File: config.mk
export PLATFORM = sky130hd
export DESIGN_NAME = c2d_back
export DESIGN_NICKNAME = d
export VERILOG_FILES = /design/src/rtl/c2d_pkg.sv /design/src/rtl/c2d_back.sv
export SDC_FILE = /design/constraint.sdc
export NUM_CORES = 2
export LEC_CHECK = 0
export ABC_AREA = 0
export BUFFER_PORTS_ARGS = -buffer_cell sky130_fd_sc_hd__buf_2
export CAP_MARGIN = 20
export CORE_MARGIN = 2
export CORE_UTILIZATION = 45
export DETAILED_ROUTE_END_ITERATION = 8
export SLEW_MARGIN = 25
export SYNTH_ARGS = -nofsm -noshare
export SYNTH_HDL_FRONTEND = slang
export SYNTH_SLANG_ARGS = --single-unit
File: constraint.sdc
create_clock -name clock -period 15.1 [get_ports clock]
set_input_delay 0.755 -clock clock [delete_from_list [all_inputs] [get_ports clock]]
set_output_delay 0.755 -clock clock [all_outputs]
set_load 0.005 [all_outputs]
File: src/rtl/c2d_pkg.sv
package c2d_pkg;

   // input beat: one pixel in raster order
   typedef struct packed {
      logic [7:0] pixel;
      logic       frame_start;
   } req_type;

   // result beat: filtered value at one interior position
   typedef struct packed {
      logic signed [27:0] filtered_value;
      logic [11:0]        center_col;
      logic [11:0]        center_row;
   } rsp_type;

   // full 3x3 window handed from front to back, index row*3 + column
   typedef struct packed {
      logic [8:0][7:0] px;
      logic [11:0]     center_col;
      logic [11:0]     center_row;
   } win_type;

   // register indexes of the CSR port
   typedef enum logic [1:0] {
      CSR_IMAGE_WIDTH = 2'd0,
      CSR_COEF_TOP    = 2'd1,
      CSR_COEF_MID    = 2'd2,
      CSR_COEF_BOTTOM = 2'd3
   } csr_index_type;

   localparam int Q_DEPTH    = 4;
   localparam int Q_PTR_W    = 2;
   localparam int Q_CNT_W    = 3;
   localparam int OUT_DEPTH  = 4;
   localparam int OUT_PTR_W  = 2;
   localparam int OUT_CNT_W  = 3;

   localparam logic [12:0] WIDTH_RESET = 13'd640;
   localparam logic [47:0] COEF_TOP_RESET = 48'd0;
   localparam logic [47:0] COEF_MID_RESET = 48'd256;
   localparam logic [47:0] COEF_BOTTOM_RESET = 48'd0;

endpackage

File: src/rtl/c2d_back.sv
module c2d_back (
   input  logic                  clock,
   input  logic                  reset,
   input  logic                  q_empty,
   input  c2d_pkg::win_type      q_head,
   output logic                  q_pop,
   input  logic [47:0]           coef_row_top,
   input  logic [47:0]           coef_row_mid,
   input  logic [47:0]           coef_row_bottom,
   output logic                  rsp_empty,
   input  logic                  rsp_pop,
   output c2d_pkg::rsp_type      rsp_data
);
   import c2d_pkg::*;

   logic [2:0][47:0]    coef_rows;
   logic signed [24:0]  prod_in  [9];
   logic signed [24:0]  a_prod_ff [9];
   logic                a_valid_ff;
   logic [11:0]         a_col_ff, a_row_ff;
   logic signed [26:0]  b_sum_ff [3];
   logic                b_valid_ff;
   logic [11:0]         b_col_ff, b_row_ff;
   rsp_type             result;

   rsp_type             out_ff [OUT_DEPTH];
   logic [OUT_PTR_W-1:0] wr_ptr_ff, rd_ptr_ff;
   logic [OUT_CNT_W-1:0] count_ff;
   logic [OUT_CNT_W:0]   out_used;
   logic                 do_pop;

   assign coef_rows[0] = coef_row_top;
   assign coef_rows[1] = coef_row_mid;
   assign coef_rows[2] = coef_row_bottom;

   // take a window only when the result buffer has a slot for it
   assign out_used = {1'b0, count_ff} + (OUT_CNT_W + 1)'(a_valid_ff)
                   + (OUT_CNT_W + 1)'(b_valid_ff);
   assign q_pop = ~q_empty && (out_used < (OUT_CNT_W + 1)'(OUT_DEPTH));

   // stage A: nine pixel by coefficient products
   always_comb begin
      for (int r = 0; r < 3; r++) begin
         for (int u = 0; u < 3; u++) begin
            prod_in[r*3 + u] = 25'($signed({1'b0, q_head.px[r*3 + u]}))
                             * 25'($signed(coef_rows[r][16*u +: 16]));
         end
      end
   end

   always_ff @(posedge clock) begin
      if (q_pop) begin
         a_prod_ff <= prod_in;
         a_col_ff  <= q_head.center_col;
         a_row_ff  <= q_head.center_row;
      end
   end

   // stage B: row sums
   always_ff @(posedge clock) begin
      if (a_valid_ff) begin
         for (int r = 0; r < 3; r++) begin
            b_sum_ff[r] <= 27'(a_prod_ff[r*3]) + 27'(a_prod_ff[r*3 + 1])
                         + 27'(a_prod_ff[r*3 + 2]);
         end
         b_col_ff <= a_col_ff;
         b_row_ff <= a_row_ff;
      end
   end

   always_ff @(posedge clock) begin
      if (reset) begin
         a_valid_ff <= 1'b0;
         b_valid_ff <= 1'b0;
      end else begin
         a_valid_ff <= q_pop;
         b_valid_ff <= a_valid_ff;
      end
   end

   // final sum into the result buffer
   always_comb begin
      result.filtered_value = 28'(b_sum_ff[0]) + 28'(b_sum_ff[1]) + 28'(b_sum_ff[2]);
      result.center_col     = b_col_ff;
      result.center_row     = b_row_ff;
   end

   assign do_pop    = rsp_pop & (count_ff != '0);
   assign rsp_empty = (count_ff == '0);
   assign rsp_data  = out_ff[rd_ptr_ff];

   always_ff @(posedge clock) begin
      if (reset) begin
         wr_ptr_ff <= '0;
         rd_ptr_ff <= '0;
         count_ff  <= '0;
      end else begin
         if (b_valid_ff) begin
            wr_ptr_ff <= wr_ptr_ff + OUT_PTR_W'(1);
         end
         if (do_pop) begin
            rd_ptr_ff <= rd_ptr_ff + OUT_PTR_W'(1);
         end
         count_ff <= count_ff + OUT_CNT_W'(b_valid_ff) - OUT_CNT_W'(do_pop);
      end
   end

   always_ff @(posedge clock) begin
      if (b_valid_ff) begin
         out_ff[wr_ptr_ff] <= result;
      end
   end

endmodule

==> metrics.md <==
| Metric | Value |
|---|---|
| Least-Margin Pin Slew | 0.876 ns |
| Core ar. | 0.146 mm^2 |
| Rows | 140 |
| DR vias | 43055 |
| Largest net degree at the start of global routing | 81 |
| Cts bufs inserted | 59 |
| Hold Path Class | in2reg |
| Fin crit share | 35.2% |
| Mapped cell area | 0.0662 mm^2 |
| DR WL/cell | 17.3 um |
| Met3 GRT Util | 2.43% |
| Clk sink count | 573 |
| Critical-path maximum fanout | 16 |
| Distinct cell type count after synthesis | 70 |
| Status | complete, no violations |
| Skew-Pair Late Insertion Delay | 0.66 ns |
| Final setup viols | 0 |
| Max-cap violations | 0 |
| Post-CTS setup buffer count | 0 |
| Vias in the first global route | 45382 |
| Starting density of the core | 45.4% |
| Most common cell after layout, fill and taps aside | inv_1 |
| Chip Width | 388 um |
| Clk buf depth | 3 |
| Top post-synthesis cells by area | fa_1, edfxtp_1, ha_1, inv_1, and2_1 |
| Fin nets | 8351 |
| Tmin final | 5.32 ns |
| Cell count after synthesis | 6253 |
| Avg Cell Area, Syn | 10.6 um^2 |
| Flops & latches, synth | 573 |
| Number of synthesized flops with an enable pin | 562 |
| Clock Skew | 0.0557 ns |
| RSZ-0062 raised after global routing | false |
| Gr usage total | 20.3% |
| Most Crowded Layer GR | met2 |
| Congestion Overflow GR | 0 |
| Cts repair resizes | 0 |
| Layout cells sized above 1 | 7.40% |
| Detailed Route WL | 147000 um |
| Setup TNS | 0 ns |
| 1st-pass router iterations | 7 |
| Ys async rst share | 0% |
| Ys flop type | edfxtp_1 |
| # hold bufs at CTS | 0 |
| DRT antenna net count | 0 |
| Commonest non-fill, non-tap cells in the layout | inv_1, fa_1, and2_1 |
| Port bufs | 297 |
| Relative slew slack | 41.6% |
| Ports | 298 |
| Area share of the largest cell type after synthesis | 31.0% |
| Dpl hpwl | 120000 um |
| H-tree levels | 2 |
| Dpl ws | 9.15 ns |
| Initial antenna violation count | 16 |
| Drc violations | 0 |
| Slew Viols, Final | 0 |
| Largest area contributor in the netlist | fa_1 |
| Die Y | 388 um |
| Clock slew at reported path FFs | 0.06 ns |
| Detailed Route Iter0 Violations | 2495 |
| Grt met2 use | 33.9% |
| CTS tree | built |
| CP Capture Type | flop |
| Setup WS post-layout | 9.78 ns |
| Kind of critical path | in2reg |
| Max Freq | 0.188 GHz |
| Sequential share of the synthesized area | 25.8% |
| Via-to-Cell Ratio | 5.07 |
| YS warnings | 0 |
| Met1 usage in global routing | 28.8% |
| Syn Nets | 8081 |
| Crit path required time | 15.50 ns |
| Final Hold Fails | 0 |
| Die Area | 0.150 mm^2 |
| Root buffer cell | clkbuf_16 |
| Area growth from synthesis to final layout | 8.56% |
| Worst Path Arrival | 5.72 ns |
| Crit path launch type | primary input |
| First-pass GRT wire length | 244000 um |
| Placer Congestion | 0.852 |
[registers in the layout (all words and copies together) (netlist names), 2 cells and up, named ones only]
| name | cells |
|---|---|
| a_col_ff | 12 |
| a_prod_ff | 225 |
| a_row_ff | 12 |
| b_col_ff | 12 |
| b_row_ff | 12 |
| b_sum_ff | 81 |
| count_ff | 3 |
| out_ff | 208 |
| rd_ptr_ff | 2 |
| wr_ptr_ff | 2 |
[cells in the mapped netlist (4+ instances only)]
master and number:
a2111oi_0 8, a211o_1 9, a211oi_1 19, a21boi_1 4
a21o_1 89, a21oi_1 208, a221oi_1 5, a31o_1 4
a31o_2 6, a31oi_1 20, and2_1 647, and3_1 22
buf_1 7, clkbuf_1 92, dfxtp_1 11, edfxtp_1 562
fa_1 1025, ha_1 559, inv_1 1403, mux4_2 52
nand2_1 613, nand2b_1 36, nand3_1 38, nand4_1 20
nand4b_1 4, nor2_1 132, nor2b_1 36, nor3_1 48
nor4_1 4, o2111ai_1 6, o211ai_1 13, o21a_1 26
o21ai_0 84, o21ai_1 31, o21bai_1 32, o31a_1 7
o31ai_1 14, o41a_1 4, o41ai_1 4, or2_2 7
or3_1 6, or4_1 6, xnor2_1 213, xor2_1 73
[logic make-up after synthesis]
family,synth area share (%)
simple gates,12.5
fa+ha+maj,41.5
buf+inv,8.51
compound gates,6.08
flops,25.8
xor+xnor,3.78
mux,1.80
[layer usage]
layer / vias to the layer above / share of wire, %
met2: 864 / 48
met3: 136 / 5.2
met4: 6 / 1.5
met5: - / 0.020
met1: 21805 / 45
li1: 20244 / -
[area by class of cell]
class	count	area, um^2
repair buffers	308	1580
diodes	3	7.51
multi-input cells	4178	43500
well taps	1917	2400
clock inverters	41	524
fillers	13441	74000
inverters	1403	5270
clock buffers	69	1510
flip-flops and latches	573	17100
[worst max-delay path, cell delays in order]
cell       delay (ns)
buf_2            0.27
nand2_1          0.13
fa_1             0.54
inv_1            0.05
fa_1             0.48
fa_1             0.57
inv_1            0.06
fa_1             0.48
inv_1            0.04
ha_1             0.33
a2111oi_0        0.43
o21ai_1          0.17
a31oi_1          0.24
o21ai_1          0.17
o31a_1           0.29
o31a_1           0.27
o21ai_1          0.18
o211ai_1         0.11
xor2_1           0.16
[metrics by stage]
stage                     cells  area, um^2  util [%]  hold slack (ns)
after floorplan            6253       66200         -            0.400
after global placement     8379       69800      47.9            0.400
after detailed placement   8379       69800      47.9            0.405
after CTS                  8489       71900      49.3            0.230
after global routing       8491       71900      49.3            0.246
final                      8492       71900      49.3            0.281
[worst paths after layout]
path	start	endpoint	slack [ns]	depth (start not counted)
worst max-delay path	q_head[56]	a_prod_ff[123]$_DFFE_PP_	9.78	19
worst min-delay path	q_head[0]	a_row_ff[0]$_DFFE_PP_	0.28	1
worst max register to register	a_prod_ff[26]$_DFFE_PP_	b_sum_ff[0][79]$_DFFE_PP_	10.94	13
worst min register to register	a_row_ff[9]$_DFFE_PP_	b_row_ff[9]$_DFFE_PP_	0.42	0
Power is left out: the tool's default activity adds up to more than one toggle a clock period on the data nets, which glitch-free logic cannot reach.
