===== config.mk =====
export PLATFORM = sky130hd
export DESIGN_NAME = c2d_queue
export DESIGN_NICKNAME = d
export VERILOG_FILES = /design/src/rtl/c2d_pkg.sv /design/src/rtl/c2d_queue.sv
export SDC_FILE = /design/constraint.sdc
export NUM_CORES = 1
export LEC_CHECK = 0
export BUFFER_PORTS_ARGS = -buffer_cell sky130_fd_sc_hd__buf_2
export CORE_MARGIN = 5
export CORE_UTILIZATION = 50
export CTS_CLUSTER_SIZE = 14
export DETAILED_ROUTE_END_ITERATION = 6
export PLACE_DENSITY = 0.71
export SLEW_MARGIN = 10
export SYNTH_ARGS = -nofsm -noshare
export SYNTH_HDL_FRONTEND = slang
export SYNTH_SLANG_ARGS = --single-unit

===== constraint.sdc =====
create_clock -name clock -period 5 [get_ports clock]
set_input_delay 0.25 -clock clock [delete_from_list [all_inputs] [get_ports clock]]
set_output_delay 0.25 -clock clock [all_outputs]
set_load 0.02 [all_outputs]

===== src/rtl/c2d_pkg.sv =====
package c2d_pkg;

   // input beat: one pixel in raster order
   typedef struct packed {
      logic [7:0] pixel;
      logic       frame_start;
   } req_type;

   // result beat: filtered value at one interior position
   typedef struct packed {
      logic signed [27:0] filtered_value;
      logic [11:0]        center_col;
      logic [11:0]        center_row;
   } rsp_type;

   // full 3x3 window handed from front to back, index row*3 + column
   typedef struct packed {
      logic [8:0][7:0] px;
      logic [11:0]     center_col;
      logic [11:0]     center_row;
   } win_type;

   // register indexes of the CSR port
   typedef enum logic [1:0] {
      CSR_IMAGE_WIDTH = 2'd0,
      CSR_COEF_TOP    = 2'd1,
      CSR_COEF_MID    = 2'd2,
      CSR_COEF_BOTTOM = 2'd3
   } csr_index_type;

   localparam int Q_DEPTH    = 4;
   localparam int Q_PTR_W    = 2;
   localparam int Q_CNT_W    = 3;
   localparam int OUT_DEPTH  = 4;
   localparam int OUT_PTR_W  = 2;
   localparam int OUT_CNT_W  = 3;

   localparam logic [12:0] WIDTH_RESET = 13'd640;
   localparam logic [47:0] COEF_TOP_RESET = 48'd0;
   localparam logic [47:0] COEF_MID_RESET = 48'd256;
   localparam logic [47:0] COEF_BOTTOM_RESET = 48'd0;

endpackage


===== src/rtl/c2d_queue.sv =====
module c2d_queue (
   input  logic                        clock,
   input  logic                        reset,
   input  logic                        push,
   input  c2d_pkg::win_type            push_data,
   input  logic                        pop,
   output logic                        empty,
   output c2d_pkg::win_type            head,
   output logic [c2d_pkg::Q_CNT_W-1:0] count
);
   import c2d_pkg::*;

   win_type              entry_ff [Q_DEPTH];
   logic [Q_PTR_W-1:0]   wr_ptr_ff, rd_ptr_ff;
   logic [Q_CNT_W-1:0]   count_ff;
   logic                 do_push, do_pop;

   // front end never pushes into a full queue
   assign do_push = push;
   assign do_pop  = pop & (count_ff != '0);
   assign empty   = (count_ff == '0);
   assign head    = entry_ff[rd_ptr_ff];
   assign count   = count_ff;

   always_ff @(posedge clock) begin
      if (reset) begin
         wr_ptr_ff <= '0;
         rd_ptr_ff <= '0;
         count_ff  <= '0;
      end else begin
         if (do_push) begin
            wr_ptr_ff <= wr_ptr_ff + Q_PTR_W'(1);
         end
         if (do_pop) begin
            rd_ptr_ff <= rd_ptr_ff + Q_PTR_W'(1);
         end
         count_ff <= count_ff + Q_CNT_W'(do_push) - Q_CNT_W'(do_pop);
      end
   end

   always_ff @(posedge clock) begin
      if (do_push) begin
         entry_ff[wr_ptr_ff] <= push_data;
      end
   end

endmodule


==> metrics.md, run 1 <==
| Metric | Value |
|---|---|
| Max-cap violations | 0 |
| Std-Cell Rows | 62 |
| Via Count | 6806 |
| Die height | 179 um |
| Critical Setup Path Class | register to output port |
| Max transition margin | 30.6% |
| Inserted Clock Buffers | 39 |
| Final worst slack | 2.03 ns |
| Worst IR Drop VDD | 0.000373 V |
| Initial drt markers | 480 |
| Hold path cells | 3 |
| Worst path required time | 4.75 ns |
| Startpoint Class | register |
| Status | completed |
| Cells after Synth | 546 |
| Crit-path max FO | 59 |
| Sequential share of power | 47.6% |
| DIE WIDTH | 179 um |
| Final setup fails | 0 |
| Final antenna diode count | 0 |
| Pin count of the biggest net entering global routing | 67 |
| Post-synth top area share | 80.5% |
| P_int | 6190 uW |
| DRC viols | 0 |
| H-tree depth | 2 |
| Global route total overflow | 0 |
| Gr busiest metal | met2 |
| Clk pin slew, worst setup/hold paths | 0.06 ns |
| Power Dens Cells | 463 nW/um^2 |
| DR pass1 iterations | 5 |
| Hpwl dp | 15800 um |
| Clock share of power | 33.7% |
| Hold WC Path Type | primary input to register |
| Worst Reg-to-Reg Cells | 4 |
| Comb pwr share | 18.7% |
| CP Capture Type | output port |
| Syn nets | 653 |
| Buffers on Ports | 199 |
| M2 GR Usage | 29.7% |
| Async set or reset register ratio after synthesis | 0% |
| Final worst path period need | 2.97 ns |
| Crit path arrival time | 2.72 ns |
| Tightest Pin Transition | 1.04 ns |
| Clock Tree Root | clkbuf_16 |
| GP Congestion | 0.733 |
| Vias per inst | 5.32 |
| DP Worst Slack | 2.47 ns |
| Proportion of synthesized chip area in sequential cells | 81.8% |
| Largest buffer count on any clock path | 3 |
| Max Fclk | 337 MHz |
| Post_cts resized | 0 |
| Overall Power | 8290 uW |
| Die ar. | 32100 um^2 |
| Layout cells sized above 1 | 40.1% |
| Commonest non-fill, non-tap cells in the layout | edfxtp_1 (384), buf_2 (199), dlygate4sd3_1 (97) |
| Setup TNS | 0 ns |
| Leak pwr | 0.00608 uW |
| Antenna-violating nets left | 0 |
| Area of the mapped netlist | 14300 um^2 |
| Finished Layout Cells | 1280 |
| Synth cell types | 21 |
| Post-synth EDFFs | 384 |
| Initial antenna violation count | 1 |
| Wirelength, routed | 27500 um |
| Max-slew violations | 0 |
| Largest area contributor in the synthesized netlist | edfxtp_1 |
| Ys flop type | edfxtp_1 |
| CTS Sinks | 393 |
| RSZ-0062 raised after global routing | false |
| Total track usage | 17.4% |
| Sw Share | 25.3% |
| Clock Skew | 0.0189 ns |
| First-pass GRT wire length | 42200 um |
| Met3 track demand over resource | 4.20% |
| Number of global-route vias before repair | 7400 |
| CTS tree | yes |
| Area growth from synthesis to layout | 25.1% |
| I/O pin count | 200 |
| Met1 Use GR | 23.1% |
| Final count of hold timing violations | 0 |
| P_sw | 2100 uW |
| WL/cell | 21.5 um |
| Worst skew pair latency | 0.51 ns |
| Yosys reg bits | 393 |
| Most common cell after layout, fill and taps aside | edfxtp_1 |
| Fin crit share | 59.4% |
| Yosys warns | 0 |
| Nets | 973 |
| Area of the core | 28500 um^2 |
| Synth top area cells | edfxtp_1 (81%), mux4_2 (15%), dfxtp_1 (1.3%) |
| Mean Syn Cell Area | 26.2 um^2 |
| Starting Density | 50.3% |
| Placed cells | 1112 |
## synthesized netlist by cell type, drive strengths merged (3+ instances only)
cell    count
inv         5
mux4       96
mux2        3
nor2b       3
and2        4
edfxtp    384
buf        17
nor2        6
clkbuf      6
dfxtp       9
ha          6
## layout make-up
cell class	instances	area, um^2
Inverter	5	18.8
Clock buffer	54	1080
Multi-Input combinational cell	125	2430
Timing Repair Buffer	302	2020
Tap cell	384	480
Clock inverter	17	154
Fill cell	1923	10600
Sequential cell	393	11700
## critical path, stage by stage (launching register included)
cell and delay (ns):
dfxtp_4 0.85, buf_12 0.45, mux4_2 0.61, buf_2 0.18
## timing repair
action / 4_1_cts / 5_1_grt
hold endpoints to repair: 385 / 0
buffers inserted: 0 / 0
hold buffers: 97 / 0
## kinds of logic (layout without fill, tap and decap cells)
logic type / count (synthesis) / count (layout) / share of synthesized area [%]
AO/OA/AOI/OAI: 2 / 2 / 0.122
XOR/XNOR: 2 / 2 / 0.218
adder cells (fa/ha/maj): 7 / 7 / 0.664
buffers and inverters: 28 / 378 / 1.31
flip-flops: 393 / 393 / 81.8
multiplexers: 100 / 100 / 15.4
AND/OR/NAND/NOR: 14 / 14 / 0.498
## metal layers
layer  part of all wire [%]  vias up
li1                       -     2993
met1                     40     3528
met2                     50      251
met3                    7.7       32
met4                    1.4        2
met5                  0.047        -
## sequential cells by signal, indices dropped and copies added (netlist names), named ones only
| register | cells |
|---|---|
| wr_ptr_ff | 2 |
| entry_ff | 384 |
| count | 3 |
| rd_ptr_ff | 2 |
## power by group through the flow
stage | clock network (uW) | registers, uW | logic [uW]
4_1_cts | 2860 | 3960 | 1590
2_1_floorplan | 0 | 3920 | 1150
3_5_place_dp | 0 | 4020 | 1520
6_report | 2790 | 3950 | 1550
3_3_place_gp | 0 | 4010 | 1490
5_1_grt | 3020 | 3970 | 1670
## metrics by stage
stage                     util, %  instance area (um^2)  hold slack, ns
after floorplan                 -                 14300           0.349
after global placement       55.2                 15700           0.459
after detailed placement     55.2                 15700           0.466
after CTS                    62.9                 17900           0.120
after global routing         62.9                 17900           0.138
final                        62.9                 17900           0.151
## path summary, 6_finish.rpt
kind         slack [ns]                        end                 startpoint
max                2.03                   head[84]                   register
min                0.15  wr_ptr_ff[0]$_SDFFE_PP0P_                       push
min reg2reg        0.57  rd_ptr_ff[1]$_SDFFE_PP0P_  rd_ptr_ff[1]$_SDFFE_PP0P_
max reg2reg        2.63  entry_ff[2][30]$_DFFE_PP_  wr_ptr_ff[0]$_SDFFE_PP0P_
(Power assumes the default switching activity.)
==> inputs of run 2 (changes only) <==
==> constraint.sdc (replaced) <==
create_clock -name clock -period 2.91 [get_ports clock]
set_input_delay 0.1455 -clock clock [delete_from_list [all_inputs] [get_ports clock]]
set_output_delay 0.1455 -clock clock [all_outputs]
set_load 0.02 [all_outputs]
==> run 2 against run 1 <==
  * Combinational power up 84%
  * Worst hold slack worse by 0.10 ns
  * Count of clock-buffer cells in the layout down 3
  * Global-route usage down 0.13 points
  * Clock skew down 0.011 ns
  * Highest routed layer is now met4
==> metrics.md, run 2 (same netlist as run 1, synthesis figures left out) <==
| Metric | Value |
|---|---|
| Status | completed |
| Area of the core | 28500 um^2 (unchanged) |
| Critical Setup Path Class | register to output port |
| Power Dens Cells | 794 nW/um^2 (+72%) |
| Pin count of the biggest net entering global routing | 62 (-7.5%) |
| Largest buffer count on any clock path | 3 (unchanged) |
| Buffers on Ports | 199 (unchanged) |
| Post_cts resized | 0 (unchanged) |
| DRC viols | 0 (unchanged) |
| Final worst slack | 0.526 ns (-1.50 ns) |
| Final core utilization | 63.6% (+0.67 points) |
| Initial drt markers | 544 (+13%) |
| FF-to-FF setup slack | 0.85 ns (-1.78 ns) |
| Max-cap violations | 0 (unchanged) |
| Hold WC Path Type | primary input to register |
| Inserted Clock Buffers | 41 (+5.1%) |
| Placed cells | 1121 (+0.81%) |
| CTS tree | yes |
| Clock Skew | 0.00752 ns (-0.0113 ns) |
| Placed cell area | 15800 um^2 (+0.91%) |
| Fin crit share | 81.9% |
| Clk pin slew, worst setup/hold paths | 0.06 ns (about the same) |
| Largest Register | entry_ff |
| Global route total overflow | 0 (unchanged) |
| Crit-path max FO | 43 (-27%) |
| Most common cell after layout, fill and taps aside | edfxtp_1 |
| Cts hold-fix bufs | 97 (unchanged) |
| Die height | 179 um (unchanged) |
| Via Count | 6873 (+0.98%) |
| Final setup fails | 0 (unchanged) |
| Endpoint, Worst Hold | wr_ptr_ff[0]$_SDFFE_PP0P_ |
| Antenna-violating nets left | 0 (unchanged) |
| Wirelength, routed | 27800 um (+0.81%) |
| Worst IR Drop VDD | 0.000559 V (+50%) |
| First-pass GRT wire length | 42200 um (about the same) |
| DIE WIDTH | 179 um (unchanged) |
| Layout cells sized above 1 | 41.3% (+1.3 points) |
| Max transition margin | 54.8% (+24 points) |
| Design Area, Final | 18100 um^2 (+1.1%) |
| Final worst path period need | 2.38 ns |
| Starting Density | 50.3% (unchanged) |
| Hold path cells | 3 (unchanged) |
| Clock Tree Root | clkbuf_16 |
| Vias per inst | 5.31 (-0.19%) |
| CTS Sinks | 393 (unchanged) |
| Die ar. | 32100 um^2 (unchanged) |
| Worst Reg-to-Reg Cells | 8 (+4) |
| Total track usage | 17.2% (-0.13 points) |
| Worst path required time | 2.76 ns (-1.99 ns) |
| Worst R2R End | count[2]$_SDFF_PP0_ |
| Tightest Pin Transition | 0.678 ns (-0.362 ns) |
| Nets | 984 (+1.1%) |
| DR pass1 iterations | 4 (-1) |
| Startpoint Class | register |
| GP Congestion | 0.733 (unchanged) |
| DP Worst Slack | 0.845 ns (-1.63 ns) |
| RSZ-0062 raised after global routing | false |
| Hpwl dp | 16500 um (+3.9%) |
| CP Capture Type | output port |
| Worst skew pair latency | 0.51 ns (about the same) |
| Crit path arrival time | 2.24 ns (-0.48 ns) |
| Setup TNS | 0 ns (unchanged) |
| Leak pwr | 0.00618 uW (+1.6%) |
| Initial antenna violation count | 1 (unchanged) |
| Max-slew violations | 0 (unchanged) |
| I/O pin count | 200 (unchanged) |
| Area growth from synthesis to layout | 26.4% |
| Multi-input gate area in the final layout | 2430 um^2 (unchanged) |
| Final count of hold timing violations | 0 (unchanged) |
| Max FFs per register | 384 (unchanged) |
| Reg-to-reg startpoint | count[1]$_SDFF_PP0_ |
| Number of global-route vias before repair | 7630 (+3.1%) |
| Storage element area | 11700 um^2 (unchanged) |
| Hold_sp | push |
| Max Fclk | 419 MHz |
| Postcts setup bufs | 0 (unchanged) |
| WL/cell | 21.4 um (-0.35%) |
| Commonest non-fill, non-tap cells in the layout | edfxtp_1 (384), buf_2 (199), dlygate4sd3_1 (97) |
| H-tree depth | 2 (unchanged) |
| Filler cells | 1885 (-2.0%) |
| Finished Layout Cells | 1295 (+1.2%) |
| Std-Cell Rows | 62 (unchanged) |
run 2: cell count changes in the layout (fill, tap and decap cells not counted):
cell / before / now
buf_12: 1 / 7
buf_4: 5 / 8
clkinv_2: 3 / 8
clkinv_4: 0 / 1
diode_2: 0 / 1
inv_6: 0 / 1
clkinvlp_4: 0 / 1
clkbuf_1: 12 / 8
clkinv_1: 10 / 11
bufinv_16: 3 / 2
clkbuf_8: 1 / 0
clkbuf_16: 41 / 43
run 2: power breakdown:
part | switching, uW | leakage [uW] | internal, uW
registers | 131 | 0.00360 | 6530
clock network | 2000 | 0.000631 | 2880
logic | 1570 | 0.00195 | 1280
total | 3700 | 0.00618 | 10700
run 2: how the worst max path moves through the flow:
stage,from,end,slack [ns],cells after the start
final,register,head[2],0.53,3
after CTS,register,head[79],0.47,3
after floorplan,wr_ptr_ff[0]$_SDFFE_PP0P_,entry_ff[2][0]$_DFFE_PP_,0.74,3
after global routing,register,head[89],0.43,3
after detailed placement,count[1]$_SDFF_PP0_,count[2]$_SDFF_PP0_,0.84,8
after global placement,count[1]$_SDFF_PP0_,count[2]$_SDFF_PP0_,0.95,8
run 2: cell type report:
cell class | count | share of cell area [%]
Multi-Input combinational cell | 125 | 13.4
Antenna cell | 1 | 0.0138
Tap cell | 384 | 2.65
Clock inverter | 25 | 0.981
Clock buffer | 51 | 6.11
Inverter | 5 | 0.104
Timing Repair Buffer | 311 | 12.0
Sequential cell | 393 | 64.7
run 2: critical path: stages, from the launching register on:
cell and delay (ns):
dfxtp_4 0.79, buf_12 0.34, mux4_2 0.37, buf_2 0.18
run 2: per-stage QoR:
stage          power (uW)  hold slack, ns
4_1_cts             14600          0.0251
2_1_floorplan        8710           0.244
5_1_grt             15000          0.0579
3_3_place_gp         9490           0.354
3_5_place_dp         9570           0.361
6_report            14400          0.0502
run 2: metal layers:
layer	up-vias	global-route usage, %	routed length (um)
li1	3021	-	-
met2	248	29.5	14200
met5	-	0	0
met4	0	3.74	410
met3	40	4.83	2160
met1	3564	22.3	11000
